[config.mk]
export PLATFORM = sky130hd
export DESIGN_NAME = saoe_ctrl
export DESIGN_NICKNAME = d
export VERILOG_FILES = /design/src/hdl/saoe_pkg.sv /design/src/hdl/saoe_ctrl.sv
export SDC_FILE = /design/constraint.sdc
export NUM_CORES = 1
export LEC_CHECK = 0
export ABC_AREA = 1
export BUFFER_PORTS_ARGS = -buffer_cell sky130_fd_sc_hd__buf_2
export CORE_ASPECT_RATIO = 1.25
export CORE_UTILIZATION = 42
export CTS_CLUSTER_SIZE = 40
export DETAILED_ROUTE_END_ITERATION = 8
export PLACE_DENSITY_LB_ADDON = 0.05
export SYNTH_ARGS = -nofsm -noshare
export SYNTH_HDL_FRONTEND = slang
export SYNTH_SLANG_ARGS = --single-unit
[constraint.sdc]
create_clock -name clk -period 1.1 [get_ports clk]
set_input_delay 0.055 -clock clk [delete_from_list [all_inputs] [get_ports clk]]
set_output_delay 0.055 -clock clk [all_outputs]
set_load 0.02 [all_outputs]
[src/hdl/saoe_pkg.sv]
// saoe_pkg: constants, codes and shared types of the slot allocator
// no dependencies
`timescale 1ns / 1ps

package saoe_pkg;

    localparam int NUM_SLOTS = 16;
    localparam int CNT_W     = $clog2(NUM_SLOTS + 1);
    localparam int IDX_W     = (NUM_SLOTS > 1) ? $clog2(NUM_SLOTS) : 1;
    localparam int SLOT_W    = 6;
    localparam int FRAME_W   = 32;
    localparam int COORD_W   = 32;
    localparam int OP_W      = 2;
    localparam int STATUS_W  = 3;
    localparam logic [FRAME_W-1:0] FRAME_AGE = FRAME_W'(2);

    typedef enum logic [OP_W-1:0] {
        OP_ALLOC   = 2'd0,
        OP_RELEASE = 2'd1,
        OP_INVAL   = 2'd2,
        OP_NOP     = 2'd3
    } op_t;

    typedef enum logic [STATUS_W-1:0] {
        ST_FREE    = 3'd0,
        ST_EVICT   = 3'd1,
        ST_FAIL    = 3'd2,
        ST_REL     = 3'd3,
        ST_REL_IGN = 3'd4,
        ST_INVAL   = 3'd5,
        ST_NONE    = 3'd6
    } status_t;

    typedef enum logic [1:0] {
        RD_CUR,
        RD_NEXT,
        RD_LAST
    } rd_sel_t;

    typedef enum logic [2:0] {
        IDX_HOLD,
        IDX_ZERO,
        IDX_INC,
        IDX_DEC,
        IDX_LAST,
        IDX_BEST,
        IDX_CNT
    } idx_op_t;

    typedef enum logic [1:0] {
        CNT_HOLD,
        CNT_INC,
        CNT_DEC
    } cnt_op_t;

    typedef enum logic [2:0] {
        ES_TOP,
        ES_RES,
        ES_SIDX,
        ES_PEND,
        ES_ZERO
    } emit_slot_t;

    typedef struct packed {
        logic [OP_W-1:0]           operation;
        logic [FRAME_W-1:0]        frame_index;
        logic [SLOT_W-1:0]         slot_index;
        logic signed [COORD_W-1:0] box_min_x;
        logic signed [COORD_W-1:0] box_min_y;
        logic signed [COORD_W-1:0] box_min_z;
        logic signed [COORD_W-1:0] box_max_x;
        logic signed [COORD_W-1:0] box_max_y;
        logic signed [COORD_W-1:0] box_max_z;
    } req_t;

    typedef struct packed {
        logic [SLOT_W-1:0]         slot;
        logic [FRAME_W-1:0]        frame;
        logic signed [COORD_W-1:0] min_x;
        logic signed [COORD_W-1:0] min_y;
        logic signed [COORD_W-1:0] min_z;
        logic signed [COORD_W-1:0] max_x;
        logic signed [COORD_W-1:0] max_y;
        logic signed [COORD_W-1:0] max_z;
    } entry_t;

    typedef struct packed {
        logic       load;
        rd_sel_t    rd_sel;
        idx_op_t    idx_op;
        cnt_op_t    cnt_op;
        logic       wr_copy;
        logic       wr_new;
        logic       new_from_top;
        logic       pop;
        logic       push_sidx;
        logic       push_rd;
        logic       scan_clr;
        logic       scan_upd;
        logic       pend_set;
        logic       pend_clr;
        logic       emit;
        status_t    emit_status;
        emit_slot_t emit_slot;
        logic       emit_last;
    } dp_cmd_t;

    typedef struct packed {
        op_t  op;
        logic fcnt_nz;
        logic idx_eq_cnt;
        logic next_lt_cnt;
        logic slot_match;
        logic touch;
        logic idx_zero;
        logic cnt_zero;
        logic found;
        logic pend;
        logic out_busy;
    } dp_stat_t;

endpackage

[src/hdl/saoe_ctrl.sv]
// saoe_ctrl: sequencer for allocate, release and invalidate walks
// depends on saoe_pkg
`timescale 1ns / 1ps

module saoe_ctrl
    import saoe_pkg::*;
(
    input  logic     clk,
    input  logic     rst_n,
    input  logic     in_valid,
    output logic     in_ready,
    input  dp_stat_t stat,
    output dp_cmd_t  cmd
);

    typedef enum logic [3:0] {
        S_IDLE,
        S_DISPATCH,
        S_ALLOC_FREE,
        S_EV_SCAN,
        S_EV_SHIFT,
        S_REL_SCAN,
        S_REL_SHIFT,
        S_INV_TEST,
        S_INV_COPY,
        S_INV_END
    } state_t;

    state_t state_reg;
    state_t state_next;

    always_ff @(posedge clk or negedge rst_n)
    begin
        if (!rst_n)
        begin
            state_reg <= S_IDLE;
        end
        else
        begin
            state_reg <= state_next;
        end
    end

    always_comb
    begin
        cmd        = '0;
        state_next = state_reg;
        in_ready   = 1'b0;
        unique case (state_reg)
            S_IDLE:
            begin
                in_ready = 1'b1;
                if (in_valid)
                begin
                    cmd.load   = 1'b1;
                    state_next = S_DISPATCH;
                end
            end
            S_DISPATCH:
            begin
                cmd.scan_clr = 1'b1;
                cmd.pend_clr = 1'b1;
                unique case (stat.op)
                    OP_ALLOC:
                    begin
                        if (stat.fcnt_nz)
                        begin
                            cmd.idx_op = IDX_CNT;
                            state_next = S_ALLOC_FREE;
                        end
                        else
                        begin
                            cmd.idx_op = IDX_ZERO;
                            state_next = S_EV_SCAN;
                        end
                    end
                    OP_RELEASE:
                    begin
                        cmd.idx_op = IDX_ZERO;
                        state_next = S_REL_SCAN;
                    end
                    OP_INVAL:
                    begin
                        if (stat.cnt_zero)
                        begin
                            state_next = S_INV_END;
                        end
                        else
                        begin
                            cmd.idx_op = IDX_LAST;
                            state_next = S_INV_TEST;
                        end
                    end
                    OP_NOP:  state_next = S_IDLE;
                    default: state_next = S_IDLE;
                endcase
            end
            S_ALLOC_FREE:
            begin
                if (!stat.out_busy)
                begin
                    cmd.wr_new       = 1'b1;
                    cmd.new_from_top = 1'b1;
                    cmd.pop          = 1'b1;
                    cmd.cnt_op       = CNT_INC;
                    cmd.emit         = 1'b1;
                    cmd.emit_status  = ST_FREE;
                    cmd.emit_slot    = ES_TOP;
                    cmd.emit_last    = 1'b1;
                    state_next       = S_IDLE;
                end
            end
            S_EV_SCAN:
            begin
                if (stat.idx_eq_cnt)
                begin
                    if (stat.found)
                    begin
                        cmd.idx_op = IDX_BEST;
                        state_next = S_EV_SHIFT;
                    end
                    else if (!stat.out_busy)
                    begin
                        cmd.emit        = 1'b1;
                        cmd.emit_status = ST_FAIL;
                        cmd.emit_slot   = ES_ZERO;
                        cmd.emit_last   = 1'b1;
                        state_next      = S_IDLE;
                    end
                end
                else
                begin
                    cmd.scan_upd = 1'b1;
                    cmd.idx_op   = IDX_INC;
                end
            end
            S_EV_SHIFT:
            begin
                if (stat.next_lt_cnt)
                begin
                    cmd.rd_sel  = RD_NEXT;
                    cmd.wr_copy = 1'b1;
                    cmd.idx_op  = IDX_INC;
                end
                else if (!stat.out_busy)
                begin
                    // evicted slot reused in the freed tail entry
                    cmd.wr_new      = 1'b1;
                    cmd.emit        = 1'b1;
                    cmd.emit_status = ST_EVICT;
                    cmd.emit_slot   = ES_RES;
                    cmd.emit_last   = 1'b1;
                    state_next      = S_IDLE;
                end
            end
            S_REL_SCAN:
            begin
                if (stat.idx_eq_cnt)
                begin
                    if (!stat.out_busy)
                    begin
                        cmd.emit        = 1'b1;
                        cmd.emit_status = ST_REL_IGN;
                        cmd.emit_slot   = ES_SIDX;
                        cmd.emit_last   = 1'b1;
                        state_next      = S_IDLE;
                    end
                end
                else if (stat.slot_match)
                begin
                    state_next = S_REL_SHIFT;
                end
                else
                begin
                    cmd.idx_op = IDX_INC;
                end
            end
            S_REL_SHIFT:
            begin
                if (stat.next_lt_cnt)
                begin
                    cmd.rd_sel  = RD_NEXT;
                    cmd.wr_copy = 1'b1;
                    cmd.idx_op  = IDX_INC;
                end
                else if (!stat.out_busy)
                begin
                    cmd.cnt_op      = CNT_DEC;
                    cmd.push_sidx   = 1'b1;
                    cmd.emit        = 1'b1;
                    cmd.emit_status = ST_REL;
                    cmd.emit_slot   = ES_SIDX;
                    cmd.emit_last   = 1'b1;
                    state_next      = S_IDLE;
                end
            end
            S_INV_TEST:
            begin
                if (stat.touch)
                begin
                    // previous hit goes out once the next one is known
                    if (!(stat.pend && stat.out_busy))
                    begin
                        cmd.emit        = stat.pend;
                        cmd.emit_status = ST_INVAL;
                        cmd.emit_slot   = ES_PEND;
                        cmd.pend_set    = 1'b1;
                        cmd.push_rd     = 1'b1;
                        state_next      = S_INV_COPY;
                    end
                end
                else if (stat.idx_zero)
                begin
                    state_next = S_INV_END;
                end
                else
                begin
                    cmd.idx_op = IDX_DEC;
                end
            end
            S_INV_COPY:
            begin
                cmd.rd_sel  = RD_LAST;
                cmd.wr_copy = 1'b1;
                cmd.cnt_op  = CNT_DEC;
                if (stat.idx_zero)
                begin
                    state_next = S_INV_END;
                end
                else
                begin
                    cmd.idx_op = IDX_DEC;
                    state_next = S_INV_TEST;
                end
            end
            S_INV_END:
            begin
                if (!stat.out_busy)
                begin
                    cmd.emit        = 1'b1;
                    cmd.emit_last   = 1'b1;
                    cmd.emit_status = stat.pend ? ST_INVAL : ST_NONE;
                    cmd.emit_slot   = stat.pend ? ES_PEND : ES_ZERO;
                    state_next      = S_IDLE;
                end
            end
            default: state_next = S_IDLE;
        endcase
    end

endmodule

==> impl_metrics.csv, run 1 <==
group,metric,value,unit
floorplanning,floorplan.initialDensity,44.9,%
cts,clock_sinks,4,
global_routing,grt_max_degree,8,
logic_synthesis,synth-edff-count,0,
floorplanning,die_y,53.7,um
floorplanning,ios,42,
cts,cts.htree.levels,1,
place,port_buffers,41,
logic_synthesis,yosysWarnings,0,
logic_synthesis,ys_types,26,
sta,crit_endpoint,"cmd[6]",
logic_synthesis,syn_inst,176,
outcome,error,"[ERROR DPL-0038] Utilization greater than 100%, impossible to legalize",
sta,worstEpCategory,"output port",
logic_synthesis,synth.top_cell.area_share,25.0,%
logic_synthesis,synth_area,900,sq um
place,gp_congestion,0.994,
logic_synthesis,synthFlopType,"dfrtp_1",
cts,cts_buffers,3,
logic_synthesis,synth_area_leader_cell,"nand2_1",
place,dpl_worst_slack,-429,ps
outcome,outcome,"aborted with a tool error",
logic_synthesis,async_flop_share,100,%
place,dp.final_hpwl,2670,um
logic_synthesis,synth_common_cells,"nand2_1, inv_1, nor2_1",
place,postPlaceCellArea,1550,sq um
outcome,flow.stopped_at,"global routing (5_1_grt)",
logic_synthesis,syn_nets,195,
logic_synthesis,ys_top_cells_by_area,"nand2_1, inv_1, dfrtp_1",
logic_synthesis,avgSynthCellArea,5.11,sq um
floorplanning,die_w,43.4,um
logic_synthesis,yosys.cell_count.top_type,"nand2_1",
cts,clockBufferDepth,2,
logic_synthesis,synth_seq_cells,4,
floorplanning,rows,18,
cts,clock-root-buffer,"clkbuf_4",
logic_synthesis,ys_seq_area_share,11.1,%
-- stage by stage --
stage / hold WS, ps / cells / setup TNS [ps]
after floorplan: -241 / 176 / -3260
after global placement: -140 / 261 / -7670
after detailed placement: -135 / 261 / -8520
after CTS: 151 / 277 / -12830
-- cells by family after synthesis --
kind of cell / synth area share, %
and+or+nand+nor: 57.0
buffers and inverters: 17.2
adders and majority gates: 5.56
AOI/OAI and AO/OA: 9.04
DFF: 11.1
-- what timing repair did --
action                     CTS
hold endpoints to repair     4
setup buffers               12
resized for setup           68
pin swaps                   16
hold buffers                 1
setup endpoints to repair   31
==> run 2, diff against run 1 <==
CORE_AREA = 2 2 63 65   (was default)
CORE_ASPECT_RATIO = default   (was 1.25)
CORE_UTILIZATION = default   (was 42)
CTS_CLUSTER_SIZE = default   (was 40)
DIE_AREA = 0 0 65 67   (was default)
PLACE_DENSITY_LB_ADDON = 0.15   (was 0.05)
clock period = 1.43 ns   (was 1.1 ns; I/O delays follow)
==> run 2 against run 1 <==
  * Synthesized cell count unchanged
  * Synthesized area did not move
  * The flow now finishes, with violations (negative setup slack)
==> impl_metrics.csv, run 2 <==
group,metric,value,unit
outcome,outcome,"complete, but fails checks",
outcome,violations,"negative setup slack",
cts,clk_pin_slew_worst_paths,40,ps
logic_synthesis,ys_seq_area_share,11.1,%
sta,setup_viol,23,
logic_synthesis,synth_area,900,sq um
logic_synthesis,ys_top_cells_by_area,"nand2_1, inv_1, dfrtp_1",
critical_path,cp_max_fo,7,
logic_synthesis,async_flop_share,100,%
floorplanning,floorplan.initialDensity,24.9,%
sta,finClkSkew,6.55,ps
flow_run,maxCapViolCount,0,
sta,finalCritPeriodShare,113,%
sta,slew_viol_final,0,
route,wl_met1,1430,um
critical_path,worstSetupPathType,"reg2out",
cts,cts.htree.levels,1,
floorplanning,rows,22,
power_and_ir_drop,finalPower,2.44,mW
floorplanning,ios,42,
layout,nNetsFinal,270,
sta,worst_slack,-193,ps
power_and_ir_drop,ir_drop,0.740,mV
route,drcViolationCount,0,
route,wl_met3,164,um
route,route.met2.wl,1840,um
logic_synthesis,synthFlopType,"dfrtp_1",
layout,drive_gt1_share,53.4,%
power_and_ir_drop,p_per_area,1380,nW/um^2
logic_synthesis,synth_area_leader_cell,"nand2_1",
logic_synthesis,synth_common_cells,"nand2_1, inv_1, nor2_1",
power_and_ir_drop,p_leak,1.07,nW
global_routing,overflow,0,
layout,n_antenna_cell,0,
global_routing,grt_pass1_wl,5620,um
logic_synthesis,syn_nets,195,
layout,area_growth,96.8,%
place,dpl_worst_slack,-93.2,ps
logic_synthesis,avgSynthCellArea,5.11,sq um
sta,worstMarginPinSlew,264,ps
cts,cts_tree,"yes",
route,num_vias,1312,
layout,final_cell_mix,"nand2_1, buf_4, inv_1, buf_2, buf_6",
logic_synthesis,syn_inst,176,
place,dp.final_hpwl,2550,um
logic_synthesis,yosys.cell_count.top_type,"nand2_1",
sta,fin_crit,1620,ps
sta,grt_setup_unrepaired,"true",
logic_synthesis,synth-edff-count,0,
cts,cts_buffers,3,
layout,final_common_cell,"nand2_1",
global_routing,antenna_found_initial,0,
floorplanning,die_area,4360,sq um
logic_synthesis,yosysWarnings,0,
critical_path,required,1360,ps
critical_path,critPathLaunchType,"register",
route,drt_iter0_drc,52,
route,top_layer_used,"met4",
layout,largest_register_ffs,4,
layout,fillers,391,
global_routing,grt_usage,16.7,%
route,vias_per_cell,4.42,
sta,fmax,0.616,GHz
route,antenna_left,0,
cts,clock-root-buffer,"clkbuf_8",
logic_synthesis,ys_types,26,
sta,hold_viol,0,
logic_synthesis,synth_seq_cells,4,
floorplanning,die_w,65,um
worst_hold_path,hold_path_class,"in2async",
cts,clk_latency,220,ps
global_routing,grt_pass1_vias,1260,
floorplanning,coreArea,3610,sq um
place,port_buffers,41,
sta,slew_headroom,82.4,%
cts,clock_sinks,4,
cts,clockBufferDepth,2,
global_routing,grt_max_degree,9,
floorplanning,die_y,67,um
critical_path,cp_data_arrival_time,1550,ps
critical_path,cp-end-kind,"output pin",
logic_synthesis,synth.top_cell.area_share,25.0,%
place,gp_congestion,0.852,
route,dr.pass1.iters,4,
route,wl_per_cell,11.8,um
route,routed_wl,3500,um
[run 2: cell counts after synthesis]
No cell type changed its count.
[run 2: path summary, 6_finish.rpt]
kind	start	cells past startpoint	endpoint	slack (ps)
setup reg to reg	state_reg[2]	11	state_reg[2]	-60
max in group asynchronous	rst_n	2	state_reg[2]	1090
min in group clk	stat[4]	5	state_reg[3]	240
setup / recovery	state_reg[2]	7	cmd[4]	-190
hold reg to reg	state_reg[2]	2	state_reg[2]	670
hold / removal	rst_n	2	state_reg[0]	200
[run 2: power breakdown]
| group | total (mW) | switching, mW | internal [mW] |
|---|---|---|---|
| registers | 0.237 | 0.0771 | 0.160 |
| clock network | 0.247 | 0.0668 | 0.180 |
| logic | 1.96 | 1.11 | 0.851 |
| total | 2.44 | 1.25 | 1.19 |
[run 2: cell families after synthesis]
kind of cell	count (synthesis)	share of synthesized area, %
fa+ha+maj	4	5.56
simple gates	117	57.0
flops	4	11.1
buf+inv	37	17.2
compound gates	14	9.04
[run 2: cell type report]
class | instances | area (sq um) | share of cell area [%]
Clock buffer | 3 | 41.3 | 2.33
Inverter | 32 | 123 | 6.93
Multi-Input combinational cell | 135 | 856 | 48.3
Sequential cell | 4 | 104 | 5.87
Tap cell | 48 | 60.1 | 3.39
Timing Repair Buffer | 75 | 587 | 33.1
[run 2: layer usage]
layer | vias up | global-route usage, %
met5 | - | 0
met4 | 0 | 6.65
met3 | 8 | 1.35
met2 | 44 | 30.9
met1 | 576 | 19.7
li1 | 684 | -
[run 2: critical path, stage by stage (launching register included)]
cell and delay, ps:
dfrtp_2 500, nand2_4 90, nor2_4 150, inv_2 60, nor3_4 220, nor2_4 80
o21ai_1 80, buf_4 150
[run 2: through the flow]
| step | TNS, ps | cells | cell area, sq um | hold slack (ps) | util (%) |
|---|---|---|---|---|---|
| 2_1_floorplan | -22.0 | 176 | 918 | -224 | - |
| 3_3_place_gp | -810 | 276 | 1270 | -121 | 35.2 |
| 3_5_place_dp | -542 | 276 | 1270 | -122 | 35.2 |
| 4_1_cts | -1730 | 293 | 1670 | 177 | 46.2 |
| 5_1_grt | -3900 | 297 | 1770 | 211 | 49.1 |
| 6_report | -2220 | 297 | 1770 | 203 | 49.1 |
[run 2: timing repair]
action,4_1_cts,5_1_grt
resized for setup,80,18
hold buffers,1,0
setup buffers,14,4
endpoints found under the hold margin,4,0
pin swaps,24,6
setup endpoints to repair,28,29
Note: power is estimated with default switching activity, not from simulation.
